`config.mk`:
```
export PLATFORM = sky130hd
export DESIGN_NAME = kfh_cell
export DESIGN_NICKNAME = d
export VERILOG_FILES = /design/src/rtl/assert_macros.svh /design/src/rtl/kfh_pkg.sv /design/src/rtl/kfh_cell.sv
export SDC_FILE = /design/constraint.sdc
export NUM_CORES = 1
export LEC_CHECK = 0
export CORE_ASPECT_RATIO = 0.7
export CORE_UTILIZATION = 60
export DETAILED_ROUTE_END_ITERATION = 16
export DONT_BUFFER_PORTS = 1
export PLACE_DENSITY_LB_ADDON = 0.12
export SYNTH_ARGS = -nofsm -noshare
export SYNTH_HDL_FRONTEND = slang
export SYNTH_SLANG_ARGS = --single-unit
```
`constraint.sdc`:
```
create_clock -name i_clk -period 8.4 [get_ports i_clk]
set_input_delay 0.84 -clock i_clk [delete_from_list [all_inputs] [get_ports i_clk]]
set_output_delay 0.84 -clock i_clk [all_outputs]
set_load 0.01 [all_outputs]
```
`src/rtl/assert_macros.svh`:
```
// ----------------------------------------------------------------------------
// Assertion macros
// Shared concurrent assertion helpers. They compile to nothing in synthesis.
// ----------------------------------------------------------------------------
`ifndef ASSERT_MACROS_SVH
`define ASSERT_MACROS_SVH
`ifndef SYNTHESIS
// Checks that an expression holds at every clock edge outside reset.
`define ASSERT_ALWAYS(lbl, clk, rst_n, expr) \
    lbl: assert property (@(posedge clk) disable iff (!rst_n) (expr)) \
        else $error("assertion failed");
// Checks that a condition implies a consequence in the same cycle.
`define ASSERT_IMPLIES(lbl, clk, rst_n, cond, cons) \
    lbl: assert property (@(posedge clk) disable iff (!rst_n) (cond) |-> (cons)) \
        else $error("assertion failed");
`else
`define ASSERT_ALWAYS(lbl, clk, rst_n, expr)
`define ASSERT_IMPLIES(lbl, clk, rst_n, cond, cons)
`endif
`endif

```
`src/rtl/kfh_pkg.sv`:
```
// ----------------------------------------------------------------------------
// kfh_pkg
// Shared constants and the cell operation codes of the fraction selector.
// ----------------------------------------------------------------------------
`default_nettype none
package kfh_pkg;
    localparam int MAX_LEN_DEF    = 2048;
    localparam int VALUE_BITS_DEF = 15;
    localparam int RANK_W         = 22;

    // Operation broadcast to every cell of the sorted chain.
    typedef enum logic [2:0] {
        OP_HOLD,
        OP_CLEAR,
        OP_INSERT,
        OP_POP,
        OP_REPL
    } t_op;
endpackage
`default_nettype wire

```
`src/rtl/kfh_cell.sv`:
```
// ----------------------------------------------------------------------------
// kfh_cell
// One slot of the sorted entry chain: holds an index pair with its cached
// values and moves entries to or from its neighbors.
// ----------------------------------------------------------------------------
`default_nettype none
module kfh_cell
    import kfh_pkg::*;
#(
    parameter int IDX_W = 11,
    parameter int VB    = 15,
    parameter int ENT_W = 1 + 2 * IDX_W + 2 * VB
) (
    input  wire logic             i_clk,
    input  wire logic             i_rst_n,
    input  wire t_op              i_op,
    input  wire logic             i_first,
    input  wire logic [ENT_W-1:0] i_x,
    input  wire logic [ENT_W-1:0] i_left_ent,
    input  wire logic             i_left_b,
    input  wire logic [ENT_W-1:0] i_right_ent,
    input  wire logic             i_right_b,
    output logic      [ENT_W-1:0] o_ent,
    output logic                  o_b
);
    typedef struct packed {
        logic            valid;
        logic [IDX_W-1:0] i;
        logic [IDX_W-1:0] j;
        logic [VB-1:0]    vi;
        logic [VB-1:0]    vj;
    } t_ent;

    t_ent r_ent, n_ent, w_x, w_left, w_right;
    logic [2*VB-1:0] w_lhs, w_rhs;

    assign w_x     = i_x;
    assign w_left  = i_left_ent;
    assign w_right = i_right_ent;

    // This entry comes before the broadcast one: smaller ratio, or an equal
    // ratio with the larger numerator index.
    assign w_lhs = r_ent.vi * w_x.vj;
    assign w_rhs = w_x.vi * r_ent.vj;
    assign o_b   = r_ent.valid && ((w_lhs < w_rhs) || ((w_lhs == w_rhs) && (r_ent.i > w_x.i)));
    assign o_ent = r_ent;

    always_comb begin
        n_ent = r_ent;
        case (i_op)
            OP_HOLD:   n_ent = r_ent;
            OP_CLEAR:  n_ent.valid = 1'b0;
            OP_INSERT: n_ent = o_b ? r_ent : (i_left_b ? w_x : w_left);
            OP_POP:    n_ent = w_right;
            OP_REPL:   n_ent = i_right_b ? w_right : ((i_first || o_b) ? w_x : r_ent);
            default:   n_ent = r_ent;
        endcase
    end

    // Only the valid bit is reset; the payload follows it.
    always_ff @(posedge i_clk) begin
        if (!i_rst_n) begin
            r_ent.valid <= 1'b0;
        end else begin
            r_ent.valid <= n_ent.valid;
        end
        r_ent.i  <= n_ent.i;
        r_ent.j  <= n_ent.j;
        r_ent.vi <= n_ent.vi;
        r_ent.vj <= n_ent.vj;
    end
endmodule
`default_nettype wire

```
==> Word level (Yosys, flattened, before mapping) <==
Index checks and enable logic that the tools add are counted.
{ "classes": {"n_reduce_logical": 8, "n_eq_ne": 7, "magnitude_cmp": 2, "mux": 6, "mul": 2} }
{ "op_table": {"columns": ["cell", "n"], "rows": [
  ["two-way mux 53 bit", 4],
  ["one-hot mux 52 bit (3 select lines)", 1],
  ["multiplier 15 x 15 -> 30 bit", 2],
  ["== test 30 bit", 1],
  ["< comparator 30 bit", 1],
  ["> comparator 11 bit", 1],
  ["== test 3 x 2 -> 1 bit (second input constant)", 2],
  ["AND reduction 3 bit", 2],
  ["one-hot mux 1 bit (4 select lines)", 1],
  ["nonzero test 4 bit", 1],
  ["== test 3 x 1 -> 1 bit (second input constant)", 1],
  ["== test 3 bit (second input constant)", 1],
  ["!= test 3 bit (second input constant)", 1],
  ["nonzero test 3 bit", 1],
  ["logical AND 1 bit", 2],
  ["logical OR 1 bit", 2],
  ["!= test 2 bit (second input constant)", 1]
]} }
{ "word_totals": {"ff_bits": 53} }

==> Longest topological paths before layout <==
Gate-level depths: netlist of run 1.
{ "depth": {"depth_word": 9, "mapped_depth": 32} }

==> Worst setup path after synthesis of run 1 <==
No wires, ideal clock.
{ "synth_path": {"kind": "input port to flip-flop", "start": "in i_x[0]", "end": "reg r_ent (netlist bit o_ent[0]), enable pin", "stages": 30, "t_required_ns": 8.012, "arrival_time_ns": 8.038, "path_slack_ns": -0.026, "setup_time_ns": 0.388, "cell_sequence": "clkbuf_1 and2_1 fa_1 inv_1 fa_1 inv_1 fa_1 inv_1 fa_1 inv_1 fa_1 inv_1 fa_1 inv_1 ha_1 or4_1 o21ai_2 o21a_1 o21ai_1 a211oi_1 nor2_1 o311ai_1 ha_1 a21o_1 a21o_1 a21oi_1 o221ai_1 a21oi_1 or4_1 a21bo_2"} }
{ "synth_between": {"elab_chain_cells": 8, "elab_cells_between_ends": 10, "classes_between": "1 x mul; 1 x order compare; 3 x eq/ne; 5 x reduce/logical"} }
{ "synth_lines": {"columns": ["item", "line_no", "rtl"], "rows": [
  ["from (decl)", "kfh_cell.sv:18", "input wire logic [ENT_W-1:0] i_x,"],
  ["multiplier 15 x 15 -> 30 bit *", "kfh_cell.sv:43", "assign w_lhs = r_ent.vi * w_x.vj;"],
  ["branches (longest 2 deep; another with < comparator 30 bit)", null, null],
  ["logical OR 1 bit *", "kfh_cell.sv:45", "assign o_b = r_ent.valid && ((w_lhs < w_rhs) || ((w_lhs == w_rhs) && (r_ent.i > w_x.i)));"],
  ["logical AND 1 bit *", "kfh_cell.sv:45", null],
  ["logical OR 1 bit", "kfh_cell.sv:55", "OP_REPL: n_ent = i_right_b ? w_right : ((i_first || o_b) ? w_x : r_ent);"],
  ["!= test 3 bit (no line)", null, null],
  ["AND reduction 3 bit (no line) *", null, null],
  ["to (decl)", "kfh_cell.sv:34", "t_ent r_ent, n_ent, w_x, w_left, w_right;"]
]} }
Mark *: on every way between the ends.
A chain may end at the register's enable or synchronous reset.

==> Worst setup path after layout of run 1 <==
{ "layout_path": {"start": "reg r_ent (netlist bit o_ent[2])", "end": "out o_b"} }
{ "layout_between": {"elab_chain_cells": 5, "elab_cells_between_ends": 6, "classes_between": "1 x mul; 1 x order compare; 1 x eq/ne; 3 x reduce/logical"} }
{ "layout_lines": {"columns": ["item", "line_no", "rtl"], "rows": [
  ["multiplier 15 x 15 -> 30 bit *", "kfh_cell.sv:44", "assign w_rhs = w_x.vi * r_ent.vj;"],
  ["branches (longest 2 deep; another with < comparator 30 bit)", null, null],
  ["logical OR 1 bit *", "kfh_cell.sv:45", null],
  ["logical AND 1 bit *", "kfh_cell.sv:45", null],
  ["to (decl)", "kfh_cell.sv:24", "output logic o_b"]
]} }
Marked as above.

==> results of run 1 <==
[cells in the final DEF (no fill, tap or decap), drive strengths merged, types with 4 or more instances in the layout]
cell    instances
and3           13
a211oi          9
fa            334
o21a           13
a21oi          59
mux2i           4
a222oi         52
nor2b           8
o31ai           4
buf           104
o21bai          7
and4            4
nand3          12
a221oi          5
nand2b          4
a21o           28
nor2           36
o211ai          5
nor3           18
inv           483
o21ai          33
xnor2          30
o311ai          4
nand4           8
or3             6
and2          262
edfxtp         52
clkbuf          7
ha            229
nand2         216
xor2           12
[kinds of logic after synthesis]
group | count (synthesis) | share of synthesized area
flops | 53 | 0.0851
mux | 5 | 0.00276
xor+xnor | 42 | 0.0198
simple gates | 601 | 0.169
compound gates | 244 | 0.0960
fa+ha+maj | 563 | 0.514
buf+inv | 561 | 0.113
[tightest hold or removal path, cell delays in order (launching register included)]
cell,delay [ns]
dfxtp_1,0.40
nand2_1,0.09
mux2i_1,0.06
[per-stage QoR]
stage | util | worst slack (ns)
6_report | 0.671 | -0.00285
2_1_floorplan | - | 0.187
3_3_place_gp | 0.641 | -0.180
4_1_cts | 0.652 | 0.00130
5_1_grt | 0.671 | -0.201
3_5_place_dp | 0.641 | -0.244
[final cells by class]
type                            count  area, sq um
Antenna cell                        3         7.51
Sequential cell                    53         1580
Clock buffer                        5          125
Tap cell                          412          515
Multi-Input combinational cell   1455        15300
Clock inverter                      3         47.5
Fill cell                        2527         9940
Inverter                          481         1810
Timing Repair Buffer              106          897
[how the worst min path moves through the flow]
stage / from / to / slack, ns / depth (start not counted)
2_1_floorplan: o_ent[52] / o_ent[52] / 0.51 / 2
3_3_place_gp: o_ent[52] / o_ent[52] / 0.56 / 2
3_5_place_dp: o_ent[52] / o_ent[52] / 0.57 / 2
4_1_cts: o_ent[52] / o_ent[52] / 0.59 / 2
5_1_grt: o_ent[52] / o_ent[52] / 0.61 / 2
6_report: o_ent[52] / o_ent[52] / 0.59 / 2
[layer usage]
metal / share of wire / wire length (microns)
met1: 0.41 / 20400
met5: 0 / 0
met2: 0.49 / 24300
met3: 0.074 / 3670
met4: 0.030 / 1480
[what timing repair did]
item,in CTS,in global routing
cloned,0,3
hold endpoints to repair,0,0
pin swaps,16,39
setup endpoints to repair,1,54
setup buffers,12,20
gates resized for setup,19,80
==> results_dict.tcl, run 1 <==
set metrics [dict create \
    cts_tree "yes" \
    min_period_ns 8.40 \
    max_freq_mhz 119 \
    setup_viol 1 \
    relSlewSlack 0.516 \
    drt_iter0_drc 1242 \
    drive_gt1_frac 0.0970 \
    dr.pass1.iters 8 \
    crit_end "o_b" \
    worstSetupStartpoint "o_ent[2]" \
    async_flop_share 0 \
    startpoint_type "flip-flop" \
    r2r_slack_ns 0.12 \
    drc 0 \
    max_stage_delay_ns 0.54 \
    grt_max_degree 54 \
    r2r-start "o_ent[2]" \
    clk_latency_ns 0.32 \
    coreArea_sq_um 30200 \
    yosys_warnings 0 \
    post-dp-hpwl_mm 40.4 \
    htree_levels 2 \
    initial_utilization 0.615 \
    synthCells 2069 \
    hold_ws_ns 0.591 \
    rsz0062_at_grt "yes" \
    wire_per_inst_microns 19.8 \
    synth_edf_count 52 \
    outcome "finished, violations left" \
    post-place-cells 2473 \
    crit_fanout 4 \
    vias_per_cell 5.78 \
    clkSinkCount 53 \
    dieArea_sq_um 31700 \
    gr-total-overflow 0 \
    io_pins 221 \
    synthTopCellsByCount "479 x inv_1, 334 x fa_1, 262 x and2_1" \
    endpoint_kind "output pin" \
    grt_usage 0.325 \
    fin_nets 2832 \
    io_buffers 0 \
    finalHoldViolCount 0 \
    cpLargestDelayFamily "adder cells" \
    violations "negative setup slack" \
    maxCapViolCount 0 \
    grt_pass1_vias 15500 \
    syn-cell-area_sq_um 18600 \
    clkTransAtPathRegs_ns 0.09 \
    grt_first_pass_wirelength_mm 79.4 \
    syn-mean-instance-area_sq_um 8.98 \
    yosysTopAreaCell "fa_1" \
    fin_skew_ns 0.0212 \
    yosysSeqAreaShare 0.0851 \
    worst-path-buf-inv 8 \
    die_w_microns 212 \
    finalCritPeriodShare 1.00 \
    synth_most_common_cell "inv_1" \
    path_class "reg -> out" \
    fp-row-count 53 \
    drt_wl_total_mm 49.9 \
    fin_cells 2518 \
    synth-main-ff-cell "edfxtp_1" \
    syn_to_final_growth_pct 9.22 \
    die_y_microns 149 \
    finalWeightedCongestion 0.908 \
    ant_nets 0 \
    tightestPinTransition_ns 0.727 \
    num_vias 14600 \
    largest_register_ff_count 53 \
    required_ns 7.56 \
    reg2regPathDepth 33 \
    met3_usage 0.0499 \
    arrival_ns 7.56 \
    cts-root-buf "clkbuf_16" \
    final_area_sq_um 20300 \
    synth_nets 2799 \
    setup_tns_ns -0.00285 \
    setup_ws_ns -0.00285 \
    netlist_top_cells_area "fa_1 36%, ha_1 15%, inv_1 9.7%" \
    drv_slew 0 \
    gr-usage-met1 0.426 \
    place_area_sq_um 19400 \
    cts_made_buffers 5 \
    reg2reg_to "o_ent[19]" \
    hold_buffers 0 \
    crit_cells 31 \
    busiest_layer "met2" \
    synth_top_cell_area_share 0.360 \
    antenna_found_initial 2 \
    ys_ff_latch 53 \
    hold_path.class "reg -> reg" \
    cpMaxStageDelayCell "fa_1" \
    clk_path_buf_depth 2 \
    yosysUniqueCellTypes 66 \
    grtUsageMet2 0.557 \
]
Power of run 1 is left out: the tool's default activity adds up to more than one toggle a clock period on the data nets, which glitch-free logic cannot reach.
==> inputs of run 2 (changes only) <==
CELL_PAD_IN_SITES_DETAIL_PLACEMENT = 1   (was default)
CELL_PAD_IN_SITES_GLOBAL_PLACEMENT = 2   (was default)
CORE_UTILIZATION = 38   (was 60)
==> run 2 against run 1 <==
The flow still finishes with violations (negative setup slack). Die area grew 57%. Maximum frequency is 0.68% lower. Wire length increased by 16%. Count of clock-buffer cells in the layout stayed put. First-iteration DRC count decreased by 47%. Cell count increased by 10%. Sequential share of layout area shrank 0.17 points. Critical endpoint unchanged.
==> results_dict.tcl, run 2 (same netlist as run 1, synthesis figures left out) <==
set metrics [dict create \
    clkTransAtPathRegs_ns 0.09 \
    finalCritPeriodShare 1.01 \
    io_pins 221 \
    route.met2.wl_mm 27.7 \
    grt_max_degree 35 \
    required_ns 7.56 \
    die_y_microns 187 \
    drive_gt1_frac 0.0906 \
    tightestPinTransition_ns 0.971 \
    wl_met3_mm 2.67 \
    diodes 0 \
    setup_viol 30 \
    wire_per_inst_microns 20.9 \
    drt_iter0_drc 657 \
    m1WireLength_mm 26.6 \
    coreArea_sq_um 48000 \
    ant_nets 0 \
    antenna_found_initial 0 \
    cts-root-buf "clkbuf_16" \
    die_w_microns 266 \
    rsz0062_at_grt "yes" \
    cpMaxStageDelayCell "fa_1" \
    syn_to_final_growth_pct 11.7 \
    crit_fanout 16 \
    relSlewSlack 0.350 \
    max_freq_mhz 118 \
    num_vias 14500 \
    clk_latency_ns 0.32 \
    min_period_ns 8.46 \
    fp-row-count 67 \
    finalHoldViolCount 0 \
    path_class "in -> out" \
    outcome "finished, violations left" \
    layout_commonest_cell "inv_1" \
    hold_ws_ns 0.644 \
    vias_per_cell 5.23 \
    gr-total-overflow 0 \
    grt_pass1_vias 16500 \
    clkSinkCount 53 \
    top_layer_used "met4" \
    grt_first_pass_wirelength_mm 92.6 \
    clk_path_buf_depth 2 \
    startpoint_type "input pin" \
    max_stage_delay_ns 0.53 \
    post-dp-hpwl_mm 47.5 \
    layout_common_cells "471 x inv_1, 332 x fa_1, 259 x and2_1" \
    dr.pass1.iters 6 \
    setup_ws_ns -0.0608 \
    cts_tree "yes" \
    grt_usage 0.240 \
    finalWeightedCongestion 0.845 \
    fin_skew_ns 0.0180 \
    violations "negative setup slack" \
    fin_nets 2848 \
    hold_path.class "reg -> reg" \
    drv_slew 0 \
    largest_register_ff_count 53 \
    initial_utilization 0.387 \
    io_buffers 0 \
    endpoint_kind "output pin" \
    drt_wl_total_mm 58.0 \
    cts_made_buffers 5 \
    maxCapViolCount 0 \
    htree_levels 2 \
    dieArea_sq_um 49800 \
    arrival_ns 7.62 \
    drc 0 \
]
[run 2: worst max-delay path, delay by kind of cell]
| kind | cells | cell delay (ns) |
|---|---|---|
| fa+ha+maj | 8 | 3.53 |
| compound gates | 8 | 1.51 |
| simple gates | 6 | 1.32 |
| buf+inv | 7 | 0.40 |
[run 2: path summary, 6_finish.rpt]
| path | start | end | slack (ns) | cells past startpoint |
|---|---|---|---|---|
| setup reg to reg | o_ent[1] | o_ent[8] | -0.01 | 30 |
| hold reg to reg | o_ent[52] | o_ent[52] | 0.64 | 2 |
| setup / recovery | i_x[0] | o_b | -0.06 | 29 |
| hold / removal | o_ent[52] | o_ent[52] | 0.64 | 2 |
[run 2: repair_timing]
item,CTS,global route
pin swaps,53,21
resized for setup,48,30
setup buffers,21,5
cloned,0,9
setup endpoints to repair,53,54
hold buffers,0,0
[run 2: area by class of cell]
class                   count  area, sq um
clock buffers               5          125
inverters                 481         1810
flip-flops and latches     53         1580
repair buffers            121         1170
multi-input cells        1456        15200
fillers                  5558        27300
well taps                 655          820
clock inverters             3         21.3
[run 2: through the flow]
stage          worst slack [ns]  TNS [ns]  cell area [sq um]  utilization  std cells
2_1_floorplan             0.187         0              18600            -       2069
3_3_place_gp             -0.185     -8.03              19900        0.414       2733
3_5_place_dp             -0.284    -14.46              19900        0.414       2733
4_1_cts                 0.00174         0              20400        0.425       2761
5_1_grt                  -0.391    -14.93              20800        0.432       2774
6_report                -0.0608     -1.02              20800        0.432       2774
[run 2: per-layer routing]
layer / track usage / vias up
li1: - / 6622
met1: 0.327 / 7564
met5: 0 / -
met4: 0.0411 / 0
met3: 0.0321 / 47
met2: 0.411 / 282
Power of run 2 is left out for the same reason.
==> inputs of run 3 (changes only) <==
CORE_ASPECT_RATIO = default   (was 0.7)
REMOVE_ABC_BUFFERS = 1   (was default)
==> run 3 against run 2 <==
The run now ends clean. Flip-flop and latch count is the same. Cell area shrank 0.39%. Sequential share of layout area is essentially flat. Die area is essentially flat. Global-route usage is essentially flat. Wire length shrank 0.14%. First-iteration DRC count shrank 0.15%. Via count grew 0.25%. Register-to-register slack gained 0.25 ns. Non-clock buffer count grew 8. Clock skew shrank 0.010 ns. Setup slack gained 0.11 ns. Largest cell class unchanged.
==> results_dict.tcl, run 3 (same netlist as run 1, synthesis figures left out) <==
set metrics [dict create \
    grt_pass1_vias 16900 \
    drv_slew 0 \
    setup_ws_ns 0.0542 \
    setup_viol 0 \
    vias_per_cell 5.29 \
    drt_iter0_drc 656 \
    largest_register_ff_count 53 \
    clkSinkCount 53 \
    arrival_ns 7.51 \
    outcome "complete, no violations" \
    fin_skew_ns 0.00804 \
    crit_fanout 10 \
    cts_tree "yes" \
    post-dp-hpwl_mm 48.4 \
    clk_latency_ns 0.31 \
    dr.pass1.iters 9 \
    drive_gt1_frac 0.0927 \
    required_ns 7.56 \
    dp_slack_ns -0.195 \
    n_fill_cell 5594 \
    die_y_microns 223 \
    clk_path_buf_depth 2 \
    fp-row-count 80 \
    cts-root-buf "clkbuf_16" \
    relSlewSlack 0.347 \
    drt_wl_total_mm 57.9 \
    htree_levels 2 \
    coreArea_sq_um 47900 \
    tightestPinTransition_ns 0.979 \
    num_vias 14600 \
    multi_input_area_sq_um 15200 \
    syn_to_final_growth_pct 11.3 \
    die_w_microns 223 \
    rsz0062_at_grt "yes" \
    finalCritPeriodShare 0.994 \
    layout_commonest_cell "inv_1" \
    io_buffers 0 \
    grt_usage 0.241 \
    startpoint_type "flip-flop" \
    finalHoldViolCount 0 \
    min_period_ns 8.35 \
    fin_nets 2855 \
    drc 0 \
    initial_utilization 0.388 \
    grt_max_degree 35 \
    hold_path.class "reg -> reg" \
    regArea_sq_um 1580 \
    grt_first_pass_wirelength_mm 92.9 \
    maxCapViolCount 0 \
    ant_nets 0 \
    gr-total-overflow 0 \
    clkTransAtPathRegs_ns 0.08 \
    max_freq_mhz 120 \
    dieArea_sq_um 49800 \
    cts_made_buffers 5 \
    io_pins 221 \
    antenna_found_initial 9 \
    path_class "reg -> out" \
    layout_common_cells "472 x inv_1, 333 x fa_1, 253 x and2_1" \
    finalWeightedCongestion 0.889 \
    wire_per_inst_microns 21.1 \
    endpoint_kind "output pin" \
]
[run 3: cell count changes in the layout (fill, tap and decap cells not counted), sizes merged]
cell      delta
a21bo        -1
buf         +10
clkinvlp     -1
diode       +10
clkbuf       -2
bufinv       +1
[run 3: per-stage QoR]
step | TNS, ns | utilization | std cells | hold slack, ns | area (sq um)
after floorplan | 0 | - | 1989 | 0.515 | 18300
after global placement | -6.75 | 0.411 | 2685 | 0.555 | 19700
after detailed placement | -9.29 | 0.411 | 2685 | 0.587 | 19700
after CTS | 0 | 0.425 | 2726 | 0.600 | 20400
after global routing | -5.11 | 0.431 | 2747 | 0.678 | 20700
final | 0 | 0.431 | 2751 | 0.596 | 20700
[run 3: what timing repair did]
action                     4_1_cts  5_1_grt
gates resized for setup         37       33
setup endpoints to repair       30       54
hold buffers                     0        0
gates cloned                     2        5
pin swaps                       25       37
buffers inserted                31       10
[run 3: final timing paths]
check,from,end,slack (ns),cells after the start
worst max-delay path,o_ent[11],o_b,0.05,26
worst min-delay path,o_ent[52],o_ent[52],0.60,2
worst max register to register,o_ent[5],o_ent[1],0.24,34
worst min register to register,o_ent[52],o_ent[52],0.60,2
[run 3: cell type report]
class / instances / area share
Multi-Input combinational cell: 1455 / 0.733
Tap cell: 615 / 0.0372
Sequential cell: 53 / 0.0765
Inverter: 481 / 0.0873
Clock buffer: 5 / 0.00605
Timing Repair Buffer: 129 / 0.0569
Antenna cell: 10 / 0.00121
Clock inverter: 3 / 0.00242
[run 3: routing by layer]
layer / up-vias / wire [microns] / GRT usage
met5: - / 0 / 0
met4: 0 / 1420 / 0.0558
met3: 53 / 2650 / 0.0332
met2: 281 / 29600 / 0.444
met1: 7577 / 24300 / 0.295
li1: 6640 / - / -
[run 3: critical path, stage by stage (launching register included)]
cell	delay, ns
edfxtp_1	0.59
buf_4	0.29
and2_1	0.18
fa_1	0.47
fa_1	0.58
fa_1	0.44
fa_1	0.51
fa_1	0.45
ha_1	0.31
ha_1	0.34
inv_2	0.08
nor3_4	0.25
nand4_4	0.15
a2111oi_4	0.22
and4bb_4	0.31
or3_4	0.38
nand3_1	0.08
nand3b_1	0.11
ha_1	0.33
nand4_1	0.11
or2_1	0.26
nor2_2	0.14
buf_4	0.12
o31a_1	0.11
o311a_1	0.20
o21ai_2	0.08
inv_2	0.09
Power of run 3 is left out for the same reason.
